--- src/rtl/qlmc_pkg.sv ---
// Package for the quota-limited max-quality slice arbiter.
// Holds widths, register codes, reset values and the shared types.
// No dependencies; every other file refers to it by scoped names.
package qlmc_pkg;

	localparam int SLICE_FIELDS    = 4;
	localparam int MAX_SLICE_COUNT = 4;
	localparam int COUNT_BITS      = 6;
	localparam int QUOTA_BITS      = 6;
	localparam int ACTIVE_BITS     = 3;
	localparam int QUALITY_BITS    = 4;
	localparam int WINNER_BITS     = 2;

	// Only the slices that have both a quality field and a counter take part.
	localparam int LANES = (MAX_SLICE_COUNT < SLICE_FIELDS) ? MAX_SLICE_COUNT : SLICE_FIELDS;
	localparam int CMP_BITS = (COUNT_BITS > QUOTA_BITS) ? COUNT_BITS : QUOTA_BITS;

	localparam int APB_ADDR_BITS  = 5;
	localparam int APB_DATA_BITS  = 32;
	localparam int REG_IDX_BITS   = 3;
	localparam int TDATA_IN_BITS  = SLICE_FIELDS * QUALITY_BITS;
	localparam int TDATA_OUT_BITS = 8;

	localparam logic [REG_IDX_BITS-1:0] REG_ACTIVE = 3'd0;
	localparam logic [REG_IDX_BITS-1:0] REG_QUOTA0 = 3'd1;
	localparam logic [REG_IDX_BITS-1:0] REG_QUOTA1 = 3'd2;
	localparam logic [REG_IDX_BITS-1:0] REG_QUOTA2 = 3'd3;
	localparam logic [REG_IDX_BITS-1:0] REG_QUOTA3 = 3'd4;

	localparam logic CMD_CLEAR = 1'b0;
	localparam logic CMD_ALLOC = 1'b1;

	localparam logic [ACTIVE_BITS-1:0] ACTIVE_RESET = 3'd4;
	localparam logic [QUOTA_BITS-1:0]  QUOTA_RESET  = 6'd8;

	typedef logic [COUNT_BITS-1:0]   count_t;
	typedef logic [QUOTA_BITS-1:0]   quota_t;
	typedef logic [QUALITY_BITS-1:0] quality_t;

	typedef count_t   [LANES-1:0]        count_vec_t;
	typedef quality_t [SLICE_FIELDS-1:0] quality_vec_t;

	typedef struct packed {
		logic [ACTIVE_BITS-1:0]      active_slices;
		quota_t [SLICE_FIELDS-1:0]   quota;
	} cfg_t;

	typedef struct packed {
		logic                   found;
		logic [WINNER_BITS-1:0] winner;
		logic [LANES-1:0]       grant;
	} pick_t;

endpackage

--- src/rtl/qlmc_cfg_regs.sv ---
// Configuration registers of the slice arbiter behind an APB-style port.
// Depends on qlmc_pkg for register codes, widths and reset values.
module qlmc_cfg_regs (
	input  logic                               clk,
	input  logic                               arst_n,
	input  logic                               psel,
	input  logic                               penable,
	input  logic                               pwrite,
	input  logic [qlmc_pkg::APB_ADDR_BITS-1:0] paddr,
	input  logic [qlmc_pkg::APB_DATA_BITS-1:0] pwdata,
	output logic [qlmc_pkg::APB_DATA_BITS-1:0] prdata,
	output logic                               pready,
	output qlmc_pkg::cfg_t                     cfg
);

	qlmc_pkg::cfg_t                       cfg_q;
	logic [qlmc_pkg::REG_IDX_BITS-1:0]    reg_idx;
	logic                                 wr_en;

	assign pready  = 1'b1;
	assign reg_idx = paddr[qlmc_pkg::APB_ADDR_BITS-1:2];
	assign wr_en   = psel && penable && pwrite && pready;
	assign cfg     = cfg_q;

	always_ff @(posedge clk or negedge arst_n) begin
		if (!arst_n) begin
			cfg_q.active_slices <= qlmc_pkg::ACTIVE_RESET;
			for (int i = 0; i < qlmc_pkg::SLICE_FIELDS; i++) begin
				cfg_q.quota[i] <= qlmc_pkg::QUOTA_RESET;
			end
		end else if (wr_en) begin
			unique case (reg_idx)
				qlmc_pkg::REG_ACTIVE: begin
					cfg_q.active_slices <= pwdata[qlmc_pkg::ACTIVE_BITS-1:0];
				end
				qlmc_pkg::REG_QUOTA0: begin
					cfg_q.quota[0] <= pwdata[qlmc_pkg::QUOTA_BITS-1:0];
				end
				qlmc_pkg::REG_QUOTA1: begin
					cfg_q.quota[1] <= pwdata[qlmc_pkg::QUOTA_BITS-1:0];
				end
				qlmc_pkg::REG_QUOTA2: begin
					cfg_q.quota[2] <= pwdata[qlmc_pkg::QUOTA_BITS-1:0];
				end
				qlmc_pkg::REG_QUOTA3: begin
					cfg_q.quota[3] <= pwdata[qlmc_pkg::QUOTA_BITS-1:0];
				end
				default: begin
				end
			endcase
		end
	end

	always_comb begin
		unique case (reg_idx)
			qlmc_pkg::REG_ACTIVE: prdata = qlmc_pkg::APB_DATA_BITS'(cfg_q.active_slices);
			qlmc_pkg::REG_QUOTA0: prdata = qlmc_pkg::APB_DATA_BITS'(cfg_q.quota[0]);
			qlmc_pkg::REG_QUOTA1: prdata = qlmc_pkg::APB_DATA_BITS'(cfg_q.quota[1]);
			qlmc_pkg::REG_QUOTA2: prdata = qlmc_pkg::APB_DATA_BITS'(cfg_q.quota[2]);
			qlmc_pkg::REG_QUOTA3: prdata = qlmc_pkg::APB_DATA_BITS'(cfg_q.quota[3]);
			default:              prdata = '0;
		endcase
	end

endmodule

--- src/rtl/qlmc_pick.sv ---
// Winner selection of the slice arbiter: eligibility and max-quality search.
// Depends on qlmc_pkg for the configuration, count and result types.
module qlmc_pick (
	input  qlmc_pkg::cfg_t         cfg,
	input  qlmc_pkg::count_vec_t   counts,
	input  qlmc_pkg::quality_vec_t quality,
	output qlmc_pkg::pick_t        pick
);

	always_comb begin
		logic                    elig;
		qlmc_pkg::quality_t      best_q;
		best_q = '0;
		pick   = '0;
		// Scanning upwards with >= lets the highest index win on a tie.
		for (int i = 0; i < qlmc_pkg::LANES; i++) begin
			elig = (qlmc_pkg::ACTIVE_BITS'(i) < cfg.active_slices)
				&& (qlmc_pkg::CMP_BITS'(counts[i]) < qlmc_pkg::CMP_BITS'(cfg.quota[i]));
			if (elig && (!pick.found || quality[i] >= best_q)) begin
				best_q      = quality[i];
				pick.found  = 1'b1;
				pick.winner = qlmc_pkg::WINNER_BITS'(i);
				pick.grant  = '0;
				pick.grant[i] = 1'b1;
			end
		end
	end

endmodule

--- src/rtl/quota_limited_max_cqi_slice_arbiter.sv ---
// Top level of the quota-limited max-quality slice arbiter.
// Instantiates qlmc_cfg_regs and qlmc_pick; uses qlmc_pkg for types and constants.
//
// Usage
//  The slave stream carries one command word per resource block group. s_tuser is the
//  command: clear starts a new interval and zeroes every grant count, allocate grants
//  the block to the eligible active slice of highest quality (highest index on a tie).
//  s_tdata carries the four slice qualities, four bits each.
//  The master stream returns one result word per command word: m_tdata holds the
//  winning slice index and m_tuser flags that no active slice was below its quota.
//  A clear returns slice zero with the flag low; a refused allocation changes nothing.
//  From acceptance to m_tvalid the word is first held in an input register, then
//  the decision and the count update happen together as the result register loads.
//  One word is accepted per cycle, sustained, while m_tready stays high; the count
//  registers feed the selection logic directly, so back-to-back allocations always
//  see the counts left by the word before.
//  When the receiver stalls, the result register holds its word and the input
//  register still takes one more word; after that s_tready falls until m_tready rises.
//  Reset clears the counts and both valid bits and loads the register reset values
//  (all four slices active, quota eight each). Configuration must be written over the
//  APB-style port only while the stream is idle, which the block does not enforce; pready is always high.
module quota_limited_max_cqi_slice_arbiter (
	input  logic                                clk,
	input  logic                                arst_n,
	// APB-style configuration port.
	input  logic                                psel,
	input  logic                                penable,
	input  logic                                pwrite,
	input  logic [qlmc_pkg::APB_ADDR_BITS-1:0]  paddr,
	input  logic [qlmc_pkg::APB_DATA_BITS-1:0]  pwdata,
	output logic [qlmc_pkg::APB_DATA_BITS-1:0]  prdata,
	output logic                                pready,
	// Slave stream.
	input  logic                                s_tvalid,
	output logic                                s_tready,
	// s_tdata: quality_slice0 [3:0], quality_slice1 [7:4], quality_slice2 [11:8],
	// quality_slice3 [15:12].
	input  logic [qlmc_pkg::TDATA_IN_BITS-1:0]  s_tdata,
	// s_tuser: cmd [0].
	input  logic                                s_tuser,
	// Master stream.
	output logic                                m_tvalid,
	input  logic                                m_tready,
	// m_tdata: winner_slice [1:0], zero fill [7:2].
	output logic [qlmc_pkg::TDATA_OUT_BITS-1:0] m_tdata,
	// m_tuser: none_eligible [0].
	output logic                                m_tuser
);

	qlmc_pkg::cfg_t         cfg;
	qlmc_pkg::pick_t        pick;
	qlmc_pkg::quality_vec_t quality_in;
	qlmc_pkg::quality_vec_t quality_s1;
	qlmc_pkg::count_vec_t   count_q;
	logic                   valid_s1;
	logic                   cmd_s1;
	logic                   out_valid_q;
	logic [qlmc_pkg::WINNER_BITS-1:0] out_winner_q;
	logic                   out_none_q;
	logic                   advance;
	logic                   retire;

	qlmc_cfg_regs u_cfg (
		.clk     (clk),
		.arst_n  (arst_n),
		.psel    (psel),
		.penable (penable),
		.pwrite  (pwrite),
		.paddr   (paddr),
		.pwdata  (pwdata),
		.prdata  (prdata),
		.pready  (pready),
		.cfg     (cfg)
	);

	qlmc_pick u_pick (
		.cfg     (cfg),
		.counts  (count_q),
		.quality (quality_s1),
		.pick    (pick)
	);

	always_comb begin
		for (int i = 0; i < qlmc_pkg::SLICE_FIELDS; i++) begin
			quality_in[i] = s_tdata[i*qlmc_pkg::QUALITY_BITS +: qlmc_pkg::QUALITY_BITS];
		end
	end

	// The result register moves on when it is empty or being taken; the word in
	// the input register is decided and retired at that same edge.
	assign advance  = !out_valid_q || m_tready;
	assign retire   = valid_s1 && advance;
	assign s_tready = !valid_s1 || advance;

	always_ff @(posedge clk or negedge arst_n) begin
		if (!arst_n) begin
			valid_s1 <= 1'b0;
		end else if (s_tready) begin
			valid_s1 <= s_tvalid;
		end
	end

	always_ff @(posedge clk) begin
		if (s_tvalid && s_tready) begin
			cmd_s1     <= s_tuser;
			quality_s1 <= quality_in;
		end
	end

	always_ff @(posedge clk or negedge arst_n) begin
		if (!arst_n) begin
			out_valid_q <= 1'b0;
		end else if (advance) begin
			out_valid_q <= valid_s1;
		end
	end

	always_ff @(posedge clk) begin
		if (retire) begin
			if (cmd_s1 == qlmc_pkg::CMD_CLEAR) begin
				out_winner_q <= '0;
				out_none_q   <= 1'b0;
			end else begin
				// The pick returns slice zero when nothing was found.
				out_winner_q <= pick.winner;
				out_none_q   <= !pick.found;
			end
		end
	end

	// Grant counters: cleared by a clear word, bumped for the winner, and held at
	// all ones so that a count never wraps back below the quota.
	always_ff @(posedge clk or negedge arst_n) begin
		if (!arst_n) begin
			count_q <= '0;
		end else if (retire) begin
			if (cmd_s1 == qlmc_pkg::CMD_CLEAR) begin
				count_q <= '0;
			end else begin
				for (int i = 0; i < qlmc_pkg::LANES; i++) begin
					if (pick.grant[i] && (count_q[i] != '1)) begin
						count_q[i] <= count_q[i] + qlmc_pkg::COUNT_BITS'(1);
					end
				end
			end
		end
	end

	assign m_tvalid = out_valid_q;
	assign m_tdata  = qlmc_pkg::TDATA_OUT_BITS'(out_winner_q);
	assign m_tuser  = out_none_q;

	// A clear word leaves every count at zero.
	a_clear_zeroes: assert property (@(posedge clk) disable iff (!arst_n)
		(retire && (cmd_s1 == qlmc_pkg::CMD_CLEAR)) |=> (count_q == '0))
		else $error("grant counts not cleared after a clear word");

	// Counts only move when a word is retired.
	a_counts_hold: assert property (@(posedge clk) disable iff (!arst_n)
		!retire |=> $stable(count_q))
		else $error("grant counts changed without a retired word");

	// Exactly one grant line is raised when a winner is found, none otherwise.
	a_grant_onehot: assert property (@(posedge clk) disable iff (!arst_n)
		valid_s1 |-> ($onehot(pick.grant) == pick.found))
		else $error("grant vector disagrees with the found flag");

	// With a stalled result and a full input register nothing more is taken.
	a_full_stall: assert property (@(posedge clk) disable iff (!arst_n)
		(out_valid_q && !m_tready && valid_s1) |-> !s_tready)
		else $error("input accepted while both registers are full and stalled");

endmodule

--- config.mk ---
export PLATFORM = sky130hd
export DESIGN_NAME = quota_limited_max_cqi_slice_arbiter
export DESIGN_NICKNAME = d
export VERILOG_FILES = /design/src/rtl/qlmc_pkg.sv /design/src/rtl/qlmc_cfg_regs.sv /design/src/rtl/qlmc_pick.sv /design/src/rtl/quota_limited_max_cqi_slice_arbiter.sv
export SDC_FILE = /design/constraint.sdc
export NUM_CORES = 1
export LEC_CHECK = 0
export ABC_AREA = 1
export BUFFER_PORTS_ARGS = -buffer_cell sky130_fd_sc_hd__buf_2
export CAP_MARGIN = 20
export CORE_MARGIN = 1
export CORE_UTILIZATION = 25
export DETAILED_ROUTE_END_ITERATION = 6
export MAX_ROUTING_LAYER = met4
export PLACE_DENSITY = 0.48
export SYNTH_ARGS = -nofsm -noshare
export SYNTH_HDL_FRONTEND = slang
export SYNTH_SLANG_ARGS = --single-unit
--- constraint.sdc ---
create_clock -name clk -period 5.2 [get_ports clk]
set_input_delay 0.52 -clock clk [delete_from_list [all_inputs] [get_ports clk]]
set_output_delay 0.52 -clock clk [all_outputs]
set_load 0.03 [all_outputs]
==> Word level (Yosys, flattened, before mapping) <==
Index checks and enable logic that the tools add are counted.
{ "totals": {"register_bits": 73} }
{ "op_classes": {"addsub": 4, "order_cmp": 11, "eq_ne": 12, "muxes": 13, "reduce_logical": 36} }
{ "op_table": {"columns": ["operator", "count"], "rows": [
  ["case mux 6 bit (5 select lines)", 1],
  ["2-to-1 mux 7 bit", 4],
  ["adder 6 x 1 -> 6 bit (second input constant)", 4],
  ["< comparator 6 bit", 4],
  ["2-to-1 mux 24 bit", 1],
  ["2-to-1 mux 6 bit", 4],
  ["!= test 6 bit (second input constant)", 4],
  ["AND reduction 2 bit", 9],
  ["logical AND 1 bit", 15],
  [">= comparator 4 bit", 3],
  ["2-to-1 mux 4 bit", 3],
  ["!= test 2 x 1 -> 1 bit (second input constant)", 4],
  ["== test 3 x 2 -> 1 bit (second input constant)", 2],
  ["logical NOT 1 bit", 6],
  ["< comparator 1 x 3 -> 1 bit (first input constant)", 2],
  ["< comparator 2 x 3 -> 1 bit (first input constant)", 2],
  ["logical OR 1 bit", 5],
  ["== test 3 x 1 -> 1 bit (second input constant)", 1],
  ["== test 3 bit (second input constant)", 1],
  ["logical NOT 3 bit", 1]
]} }

==> Depth between registers and ports, before layout <==
Gate-level depths: netlist of the first run.
{ "depth": {"ltp_word": 18, "mapped_depth": 38, "mapped_depth_nobuf": 37} }

==> Hierarchy <==
A second synthesis of the first run with hierarchy kept.
{ "hier_totals": {"cells_unflattened": 661, "hier_area_um2": 5139.9} }
{ "by_module_without_submodules": {"columns": ["mod", "n_inst", "cells_each", "area_each_um2", "seq_area_each_um2"], "rows": [
  ["quota_limited_max_cqi_slice_arbiter", 1, 261, 2316.0, 1251.2],
  ["qlmc_cfg_regs", 1, 204, 1675.4, 681.9],
  ["qlmc_pick", 1, 196, 1148.6, 0.0]
]} }

==> Worst setup path before layout of the first run <==
No wires, ideal clock.
{ "synth_path": {"kind": "register -> register", "start": "reg u_cfg.cfg_q, in the netlist u_cfg.cfg[3]", "end": "reg out_winner_q[1] (netlist name) (data pin)", "setup_ps": 253, "arrival_ps": 4212, "required_time_ps": 4947, "slack_ps": 735, "path_stages_with_launch": 34, "path_buffers": 1, "period_less_slack_ps": 4465, "cell_sequence": "dfstp_2 > inv_1 > ha_1 > nand2_1 > a21oi_2 > nor2_4 > nand2_4 > inv_1 > nand2_1 > ha_1 > nand2_1 > o21ai_0 > o21ai_4 > o21ai_0 > ha_1 > a21oi_1 > o21ai_0 > nor2_1 > nand2_2 > nand2_2 > buf_6 > nand2_1 > o21ai_0 > ha_1 > inv_1 > nand2_1 > a21oi_1 > o21bai_1 > a21oi_1 > nand2_2 > nand2_2 > nand2_2 > nand2_4 > inv_1"} }
{ "synth_between": {"elab_chain_cells": 15} }
{ "synth_lines": {"columns": ["element", "line_no", "rtl"], "rows": [
  ["from (decl)", "qlmc_cfg_regs.sv:16", "qlmc_pkg::cfg_t cfg_q;"],
  ["< comparator 6 bit *", "qlmc_pick.sv:18", "&& (qlmc_pkg::CMP_BITS'(counts[i]) < qlmc_pkg::CMP_BITS'(cfg.quota[i]));"],
  ["logical AND 1 bit *", "qlmc_pick.sv:18", null],
  ["2-to-1 mux 4 bit or 2-to-1 mux 7 bit (tied branches)", "qlmc_pick.sv:19", "if (elig && (!pick.found || quality[i] >= best_q)) begin"],
  [">= comparator 4 bit or logical NOT 1 bit (tied branches)", "qlmc_pick.sv:19", null],
  ["logical OR 1 bit", "qlmc_pick.sv:19", null],
  ["logical AND 1 bit", "qlmc_pick.sv:19", null],
  ["2-to-1 mux 4 bit or 2-to-1 mux 7 bit (tied branches)", "qlmc_pick.sv:19", null],
  [">= comparator 4 bit or logical NOT 1 bit (tied branches)", "qlmc_pick.sv:19", null],
  ["logical OR 1 bit", "qlmc_pick.sv:19", null],
  ["logical AND 1 bit", "qlmc_pick.sv:19", null],
  ["2-to-1 mux 4 bit or 2-to-1 mux 7 bit (tied branches)", "qlmc_pick.sv:19", null],
  [">= comparator 4 bit or logical NOT 1 bit (tied branches)", "qlmc_pick.sv:19", null],
  ["logical OR 1 bit", "qlmc_pick.sv:19", null],
  ["logical AND 1 bit", "qlmc_pick.sv:19", null],
  ["2-to-1 mux 7 bit *", "qlmc_pick.sv:19", null],
  ["to (signal assigned)", "quota_limited_max_cqi_slice_arbiter.sv:125", "out_winner_q <= pick.winner;"],
  ["to (decl)", "quota_limited_max_cqi_slice_arbiter.sv:58", "logic [qlmc_pkg::WINNER_BITS-1:0] out_winner_q;"]
]} }
Mark *: on every way between the ends. The rest lies on a longest branch, timed or not.
A chain may end at the register's enable or synchronous reset.

==> Final worst setup path of the first run <==
{ "layout_path": {"start": "reg u_cfg.cfg_q, in the netlist u_cfg.cfg[3]", "end": "reg count_q[10] (netlist name)"} }
{ "layout_between": {"elab_chain_cells": 18} }
{ "layout_lines": {"columns": ["element", "line_no", "rtl"], "rows": [
  ["< comparator 6 bit *", "qlmc_pick.sv:18", null],
  ["logical AND 1 bit *", "qlmc_pick.sv:18", null],
  ["2-to-1 mux 4 bit or 2-to-1 mux 7 bit (tied branches)", "qlmc_pick.sv:19", null],
  [">= comparator 4 bit or logical NOT 1 bit (tied branches)", "qlmc_pick.sv:19", null],
  ["logical OR 1 bit", "qlmc_pick.sv:19", null],
  ["logical AND 1 bit", "qlmc_pick.sv:19", null],
  ["2-to-1 mux 4 bit or 2-to-1 mux 7 bit (tied branches)", "qlmc_pick.sv:19", null],
  [">= comparator 4 bit or logical NOT 1 bit (tied branches)", "qlmc_pick.sv:19", null],
  ["[... 2 more ...]", null, null],
  ["2-to-1 mux 4 bit or 2-to-1 mux 7 bit (tied branches)", "qlmc_pick.sv:19", null],
  [">= comparator 4 bit or logical NOT 1 bit (tied branches)", "qlmc_pick.sv:19", null],
  ["logical OR 1 bit", "qlmc_pick.sv:19", null],
  ["logical AND 1 bit", "qlmc_pick.sv:19", null],
  ["2-to-1 mux 7 bit *", "qlmc_pick.sv:19", null],
  ["logical AND 1 bit *", "quota_limited_max_cqi_slice_arbiter.sv:141", "if (pick.grant[i] && (count_q[i] != '1)) begin"],
  ["!= test 2 x 1 -> 1 bit (no line) *", null, null],
  ["AND reduction 2 bit (no line) *", null, null],
  ["to (signal, indexed assignment)", "quota_limited_max_cqi_slice_arbiter.sv:142", "count_q[i] <= count_q[i] + qlmc_pkg::COUNT_BITS'(1);"],
  ["to (decl)", "quota_limited_max_cqi_slice_arbiter.sv:54", "qlmc_pkg::count_vec_t count_q;"]
]} }
Marked as above.

==> results of run 1 <==
==> kinds of logic after synthesis <==
logic type,after synthesis,share of synthesized area [%]
flip-flops,73,41.97
XOR/XNOR,1,0.1902
other,2,0.1631
AND/OR/NAND/NOR,242,23.47
buffers and inverters,117,12.55
adder cells (fa/ha/maj),36,9.780
AO/OA/AOI/OAI,94,11.87
==> critical path, delay by kind of cell, from the launching register on <==
kind / cells / cell delay (ns)
fa+ha+maj: 4 / 1.10
buf+inv: 5 / 0.46
flops: 1 / 0.55
compound gates: 11 / 1.35
simple gates: 16 / 1.23
==> power breakdown <==
| part | total [W] | internal (W) | switching (W) |
|---|---|---|---|
| clock network | 0.000714 | 0.000467 | 0.000248 |
| registers | 0.000793 | 0.000697 | 0.0000959 |
| logic | 0.000862 | 0.000326 | 0.000537 |
==> layout make-up <==
| cell class | instances | area share [%] |
|---|---|---|
| Multi-Input combinational cell | 406 | 42.45 |
| Inverter | 74 | 5.119 |
| Tap cell | 229 | 5.280 |
| Timing Repair Buffer | 52 | 5.349 |
| Clock buffer | 10 | 4.220 |
| Sequential cell | 73 | 35.62 |
| Clock inverter | 6 | 1.960 |
==> worst max-delay path by stage <==
stage / start / endpoint / slack (ns) / cells past startpoint
after global routing: u_cfg.cfg[3]$_DFFE_PN1P_ / count_q[8]$_DFFE_PN0P_ / -0.006 / 36
after detailed placement: u_cfg.cfg[3]$_DFFE_PN1P_ / count_q[11]$_DFFE_PN0P_ / 0.20 / 34
after CTS: u_cfg.cfg[3]$_DFFE_PN1P_ / count_q[11]$_DFFE_PN0P_ / 0.17 / 34
final: u_cfg.cfg[3]$_DFFE_PN1P_ / count_q[10]$_DFFE_PN0P_ / 0.44 / 36
after global placement: u_cfg.cfg[3]$_DFFE_PN1P_ / count_q[7]$_DFFE_PN0P_ / 0.14 / 35
after floorplan: u_cfg.cfg[3]$_DFFE_PN1P_ / out_winner_q[1]$_SDFFCE_PN0P_ / 0.74 / 33
==> sequential cells by signal, indices dropped and copies added (netlist names) <==
| name | cells |
|---|---|
| cmd_s1 | 1 |
| count_q | 24 |
| m_tuser | 1 |
| m_tvalid | 1 |
| out_winner_q | 2 |
| quality_s1 | 16 |
| u_cfg.cfg | 27 |
| valid_s1 | 1 |
==> stage by stage <==
| stage | util, % | area [sq um] | TNS (ns) | hold slack, ns |
|---|---|---|---|---|
| floorplan | - | 4722 | 0 | 0.2244 |
| global placement | 27.44 | 4946 | 0 | 0.4673 |
| detailed placement | 27.44 | 4946 | 0 | 0.4730 |
| CTS | 29.30 | 5281 | 0 | 0.3377 |
| global route | 30.11 | 5426 | -0.01993 | 0.3385 |
| finish | 30.11 | 5426 | 0 | 0.3168 |
==> what timing repair did <==
| action | CTS | global route |
|---|---|---|
| resized for setup | 0 | 30 |
| setup buffers | 0 | 6 |
| setup endpoints to repair | 0 | 26 |
| hold buffers | 0 | 0 |
==> cells in the final DEF (no fill, tap or decap), drive strengths merged <==
cell type  count
a21boi         1
a21oi         28
a221o          3
a221oi         1
a31oi          1
and3           4
buf           52
bufinv         3
clkbuf        10
clkinv         2
clkinvlp       1
conb          33
dfrtp         48
dfstp          5
edfxtp        20
ha            36
inv           74
nand2        159
nand3         31
nand3b         1
nand4          2
nor2          32
nor3          12
nor4           1
o2111a         1
o21a           2
o21ai         50
o21bai         1
o221ai         1
o22ai          5
xor2           1
==> routing by layer <==
metal / up-vias / track usage [%] / wire (microns)
met5: - / - / 0
met4: 0 / 3.442 / 93
met3: 7 / 2.649 / 336
met2: 80 / 20.10 / 4894
met1: 1589 / 15.26 / 5020
li1: 1891 / - / -
==> flow_summary.ini, run 1 <==
[critical_path]
cp.arrival_ns = 5.03
critical_path_class = reg2reg
cp_slowest_cell = dfstp_2
cpMostUsedCell = nand2_2
critPathLaunchType = flop
required_ns = 5.47
slowest_delay_ns = 0.55
setup.worst_path.end_class = flop
crit_fanout = 7
reg2reg_from = u_cfg.cfg[3]$_DFFE_PN1P_
r2r_end = count_q[10]$_DFFE_PN0P_
r2r_cells = 36
r2r_slack_ns = 0.44

[floorplan]
core_sq_mm = 0.01802
die_height_microns = 137.7
num_rows = 49
dieArea_sq_mm = 0.01897
die_w_microns = 137.7
start_util_pct = 25.55
pin_count = 105

[final_layout]
layout-drive-gt1-share_pct = 18.84
area_growth_pct = 17.82
multiInputGateArea_sq_mm = 0.002303
fin_cells = 850
fin_nets = 713
regArea_sq_mm = 0.001933
fill_cells = 1965
n_antenna_cell = 0

[clocking]
root_buffer = clkbuf_16
clkSinkCount = 73
tritoncts = built
cts_max_level = 3
numCtsBuffers = 9
ctsLongestPathBuffers = 2
clk_latency_ns = 0.34
path_clk_slew_ns = 0.06

[yosys]
synth_top_cell_by_area = dfrtp_1
yosysUniqueCellTypes = 38
yosysSeqAreaShare_pct = 41.97
yosys.area.top_type_share_pct = 26.08
synth_area_per_cell_sq_um = 8.152
synth_edf_count = 20
synth_most_common_cell = nand2_1
ys_ff_latch = 73
synth_warnings = 0
ys.flop_type = dfrtp_1
syn_area_sq_mm = 0.004606
syn_inst = 565
async_reset_ff_share_pct = 72.60
synthTopCellsByCount = nand2_1 (138), inv_1 (73), dfrtp_1 (48), o21ai_0 (48), ha_1 (36)
synth_area_leaders = dfrtp_1 (26%), edfxtp_1 (13%), nand2_1 (11%)

[sta]
tightest_slew_ns = 1.006
finalHoldViolCount = 0
drv_slew = 0
finClkSkew_ns = 0.006851
min_period_ns = 4.761
max_freq_mhz = 210.0
fin_ws_ns = 0.4390
relSlewSlack_pct = 32.87
finalSetupViolCount = 0
timing.final.crit_share_pct = 91.56

[flow_run]
drv_cap = 0

[global_routing]
antenna_found_initial = 0
grt_usage_pct = 12.30
grt_pass1_vias = 3385
grt_max_degree = 54
grt_pass1_wl_microns = 17210
overflow = 0

[worst_hold_path]
worstHoldPathType = in2async

[routing]
routed_wl_microns = 10340
drc_errors = 0
via_per_inst = 4.196
route.detailed.wl_per_inst_microns = 12.17
drt-initial-drc-count = 190
ant_nets = 0
num_vias = 3567
drt_pass1_iterations = 4

[run_status]
outcome = finished, final reports clean

[placement]
io_buffers = 43
placed_cells = 828
place_congestion = 0.7638
hpwl_microns = 7685
dp_worst_setup_slack_ns = 0.1978

[power_and_ir_drop]
peakVddDrop_v = 0.0001726
p_leak_nw = 2.664
power_density_mw_per_mm2 = 436.8
total_power_w = 0.002370
Note: power is estimated with default switching activity, not from simulation.
==> run 2: changes to the inputs <==
- clock period: 5.2 -> 5.1 ns (I/O delays scaled with it)
==> flow_summary.ini, run 2 (synthesis results as in run 1) <==
[run_status]
outcome = finished, final reports clean

[clocking]
cts_hold_buf = 0
clk_latency_ns = 0.33
clkSinkCount = 73
tritoncts = built
numCtsBuffers = 9
ctsLongestPathBuffers = 2
cts_max_level = 3
path_clk_slew_ns = 0.06
root_buffer = clkbuf_16

[placement]
io_buffers = 43
placed_cells = 828
dp_worst_setup_slack_ns = 0.07750
place_congestion = 0.7545
hpwl_microns = 7730

[sta]
drv_slew = 0
setup-tns-final_ns = 0
relSlewSlack_pct = 19.70
timing.final.crit_share_pct = 93.67
finalHoldViolCount = 0
finalSetupViolCount = 0
min_period_ns = 4.777
fin_ws_ns = 0.3228
tightest_slew_ns = 1.205
finClkSkew_ns = 0.006189
max_freq_mhz = 209.3
hold-worst-slack_ns = 0.3124

[final_layout]
largest_reg_flops = 27
fin_cells = 859
layout-drive-gt1-share_pct = 23.65
layout_common_cells = nand2_1 (120), inv_1 (71), dfrtp_1 (47), buf_2 (43), o21ai_0 (41)
fin_nets = 722
fill_cells = 1915
final_common_cell = nand2_1
area_growth_pct = 23.47
n_antenna_cell = 0

[critical_path]
slowest_delay_ns = 0.56
cp_slowest_cell = dfstp_2
reg2reg_from = u_cfg.cfg[3]$_DFFE_PN1P_
r2r_slack_ns = 0.32
r2r_cells = 37
required_ns = 5.32
cp.arrival_ns = 4.99
crit_fanout = 8
r2r_end = count_q[8]$_DFFE_PN0P_
critPathLaunchType = flop
critical_path_class = reg2reg
critPathLaunch = u_cfg.cfg[3]$_DFFE_PN1P_
setup.worst_path.end_class = flop

[power_and_ir_drop]
power.switching_w = 0.0009541
p_comb_share_pct = 38.9
netSwitchingFraction_pct = 36.73
power_density_mw_per_mm2 = 456.8
p_clk_share_pct = 30.0
peakVddDrop_v = 0.0002128
p_leak_nw = 2.746
total_power_w = 0.002598
pwr-share-seq_pct = 31.1
p_int_w = 0.001644

[floorplan]
die_w_microns = 137.7
dieArea_sq_mm = 0.01897
core_sq_mm = 0.01802
num_rows = 49
pin_count = 105
start_util_pct = 25.55
die_height_microns = 137.7

[global_routing]
grt_usage_pct = 12.58
overflow = 0
antenna_found_initial = 0
grt_pass1_vias = 3477
grt_pass1_wl_microns = 17480
grt_max_degree = 54

[routing]
num_vias = 3657
drt-initial-drc-count = 167
drt_pass1_iterations = 4
route.detailed.wl_per_inst_microns = 12.11
via_per_inst = 4.257
routed_wl_microns = 10400
drc_errors = 0
ant_nets = 0

[worst_hold_path]
worstHoldPathType = in2async

[flow_run]
drv_cap = 0
run 2: routing by layer:
layer	global-route usage [%]	vias to the layer above	wire, microns
li1	-	1913	-
met3	2.686	9	308
met1	15.31	1660	4873
met5	-	-	0
met4	4.771	0	161
met2	20.35	75	5058
run 2: worst max-delay path by stage:
stage / cells after the start / to
after floorplan: 33 / out_winner_q[1]$_SDFFCE_PN0P_
after global placement: 36 / count_q[7]$_DFFE_PN0P_
after detailed placement: 36 / count_q[11]$_DFFE_PN0P_
after CTS: 36 / count_q[11]$_DFFE_PN0P_
after global routing: 38 / count_q[8]$_DFFE_PN0P_
final: 37 / count_q[8]$_DFFE_PN0P_
run 2: final cells by class:
| class | count | area [sq um] | share of cell area [%] |
|---|---|---|---|
| multi-input combinational | 406 | 2451 | 43.10 |
| sequential | 73 | 1934 | 34.02 |
| timing repair buffer | 61 | 370.4 | 6.513 |
| tap | 229 | 286.5 | 5.039 |
| inverter | 74 | 277.8 | 4.884 |
| clock buffer | 9 | 225.2 | 3.960 |
| clock inverter | 7 | 141.4 | 2.486 |
run 2: metrics by stage:
stage,util (%),area (sq um)
after CTS,29.47,5313
after global routing,31.55,5687
after global placement,27.44,4946
after detailed placement,27.44,4946
after floorplan,-,4722
final,31.55,5687
run 2: timing repair:
action	CTS	global route
endpoints found under the setup margin	0	26
setup buffers	0	15
gates resized for setup	0	63
run 2: power groups by stage:
stage / combinational (W) / clock [W] / sequential (W)
after floorplan: 0.000634 / 0 / 0.000799
after global placement: 0.000797 / 0 / 0.000815
after detailed placement: 0.000804 / 0 / 0.000814
after CTS: 0.000808 / 0.000806 / 0.000805
after global routing: 0.00116 / 0.000826 / 0.000828
final: 0.00101 / 0.000779 / 0.000809
run 2: worst max-delay path: cells and delay by family (launching register included):
kind / cells / cell delay, ns
flip-flops: 1 / 0.56
adder cells (fa/ha/maj): 4 / 0.91
buffers and inverters: 5 / 0.36
AND/OR/NAND/NOR: 17 / 1.39
AO/OA/AOI/OAI: 11 / 1.40
==> run 3: changes to the inputs <==
- CELL_PAD_IN_SITES_DETAIL_PLACEMENT: default -> 0
- CELL_PAD_IN_SITES_GLOBAL_PLACEMENT: default -> 2
- PLACE_DENSITY: 0.48 -> 0.71
- SYNTH_HIERARCHICAL: default -> 1
==> flow_summary.ini, run 3 <==
[yosys]
synth_edf_count = 20
ys.flop_type = dfrtp_1
synth_most_common_cell = nand2_1
synth_top_cell_by_area = dfrtp_1
yosysUniqueCellTypes = 37
yosysSeqAreaShare_pct = 37.61
syn_area_sq_mm = 0.005140
synth_warnings = 6
ys_ff_latch = 73
syn_inst = 661
yosys.area.top_type_share_pct = 23.37
async_reset_ff_share_pct = 72.60
synth_area_leaders = dfrtp_1 (23%), nand2_1 (15%), edfxtp_1 (12%)
synth_area_per_cell_sq_um = 7.776
synthTopCellsByCount = nand2_1 (200), inv_1 (79), dfrtp_1 (48)

[routing]
via_per_inst = 4.149
drt_pass1_iterations = 6
num_vias = 4182
routed_wl_microns = 12600
drc_errors = 0
drt-initial-drc-count = 134
route.detailed.wl_per_inst_microns = 12.50
ant_nets = 0

[critical_path]
cp.arrival_ns = 5.11
cp_slowest_cell = dfstp_2
required_ns = 5.34
setup.worst_path.end_class = flop
r2r_end = count_q[9]$_DFFE_PN0P_
r2r_slack_ns = 0.22
r2r_cells = 39
slowest_delay_ns = 0.55
critical_path_class = reg2reg
reg2reg_from = u_cfg/cfg[3]$_DFFE_PN1P_
crit_fanout = 7
critPathLaunchType = flop

[floorplan]
die_height_microns = 145.4
num_rows = 52
start_util_pct = 25.48
pin_count = 105
die_w_microns = 145.4
core_sq_mm = 0.02017
dieArea_sq_mm = 0.02114

[sta]
finalHoldViolCount = 0
finClkSkew_ns = 0.009850
setup-tns-final_ns = 0
rsz0062_at_grt = true
tightest_slew_ns = 0.8118
hold-worst-slack_ns = 0.3201
finalSetupViolCount = 0
min_period_ns = 4.877
relSlewSlack_pct = 45.82
drv_slew = 0
timing.final.crit_share_pct = 95.64
max_freq_mhz = 205.0

[global_routing]
grt_max_degree = 54
grt_usage_pct = 13.03
grt_pass1_vias = 4100
antenna_found_initial = 0
overflow = 0
grt_pass1_wl_microns = 20830

[clocking]
cts_hold_buf = 0
root_buffer = clkbuf_16
ctsLongestPathBuffers = 2
cts_max_level = 3
path_clk_slew_ns = 0.05
tritoncts = built
clk_latency_ns = 0.35
numCtsBuffers = 9
clkSinkCount = 73

[placement]
place_congestion = 0.7547
placed_area_sq_mm = 0.005677
io_buffers = 43
hpwl_microns = 9362
placed_cells = 987

[power_and_ir_drop]
p_leak_nw = 3.092
peakVddDrop_v = 0.0001842
power_density_mw_per_mm2 = 385.5

[flow_run]
drv_cap = 0

[final_layout]
largest_reg_flops = 27
fin_nets = 830
layout_common_cells = nand2_1 (183), inv_1 (73), dfrtp_1 (48), buf_2 (43), o21ai_1 (38)
fin_area_sq_mm = 0.006292
area_growth_pct = 22.42
n_antenna_cell = 0
final_common_cell = nand2_1
layout-drive-gt1-share_pct = 27.51
fin_cells = 1008

[worst_hold_path]
worstHoldPathType = in2async

[run_status]
outcome = finished, final reports clean
## run 3: logic make-up after synthesis
group | Yosys count | share of synthesized area (%)
AOI/OAI and AO/OA | 79 | 9.226
adders and majority gates | 36 | 8.763
buffers and inverters | 139 | 13.68
DFF | 73 | 37.61
other | 3 | 0.2191
and+or+nand+nor | 331 | 30.50
## run 3: worst max path at each step
stage          slack (ns)                startpoint                       to  cells past startpoint
2_1_floorplan        0.40  u_cfg/cfg[3]$_DFFE_PN1P_   count_q[7]$_DFFE_PN0P_                     39
3_3_place_gp        -0.14  u_cfg/cfg[3]$_DFFE_PN1P_  count_q[10]$_DFFE_PN0P_                     38
3_5_place_dp        -0.19  u_cfg/cfg[3]$_DFFE_PN1P_  count_q[11]$_DFFE_PN0P_                     38
4_1_cts            0.0003  u_cfg/cfg[3]$_DFFE_PN1P_   count_q[7]$_DFFE_PN0P_                     39
5_1_grt             -0.14  u_cfg/cfg[3]$_DFFE_PN1P_  count_q[10]$_DFFE_PN0P_                     39
6_report             0.22  u_cfg/cfg[3]$_DFFE_PN1P_   count_q[9]$_DFFE_PN0P_                     39
## run 3: what timing repair did
action	4_1_cts	5_1_grt
setup buffers	0	6
gates resized for setup	13	56
pin swaps	3	35
endpoints found under the setup margin	24	26
gates cloned	0	0
## run 3: per-stage QoR
stage | setup WS [ns] | total power (W) | utilization (%)
finish | 0.2225 | 0.002426 | 31.20
global route | -0.1355 | 0.002629 | 31.20
CTS | 0.0002673 | 0.002296 | 29.71
detailed placement | -0.1911 | 0.001668 | 28.15
global placement | -0.1419 | 0.001666 | 28.15
floorplan | 0.3997 | 0.001385 | -
## run 3: report_power, final
group,internal [W],total (W),switching (W)
combinational,0.000453,0.00107,0.000615
sequential,0.000699,0.000783,0.0000839
clock,0.000342,0.000575,0.000233
total,0.00149,0.00243,0.000932
## run 3: worst max-delay path, delay by kind of cell, from the launching register on
| kind | cells | cell delay (ns) |
|---|---|---|
| AOI/OAI and AO/OA | 8 | 0.94 |
| adders and majority gates | 4 | 0.93 |
| buffers and inverters | 6 | 0.33 |
| DFF | 1 | 0.55 |
| and+or+nand+nor | 21 | 2.02 |
## run 3: layout make-up
cell class                 instances  area, sq um
clock buffer                      15        257.7
sequential                        73         1933
timing repair buffer              79        489.2
clock inverter                     1        5.005
tap                              270        337.8
inverter                          91        346.6
fill                            2231        13880
multi-input combinational        479         2923
## run 3: per-layer routing
| metal | GRT usage, % | vias to the layer above | wire length (microns) |
|---|---|---|---|
| li1 | - | 2210 | - |
| met1 | 15.87 | 1927 | 5888 |
| met2 | 21.61 | 33 | 6297 |
| met3 | 2.445 | 12 | 247 |
| met4 | 4.421 | 0 | 166 |
| met5 | - | - | 0 |
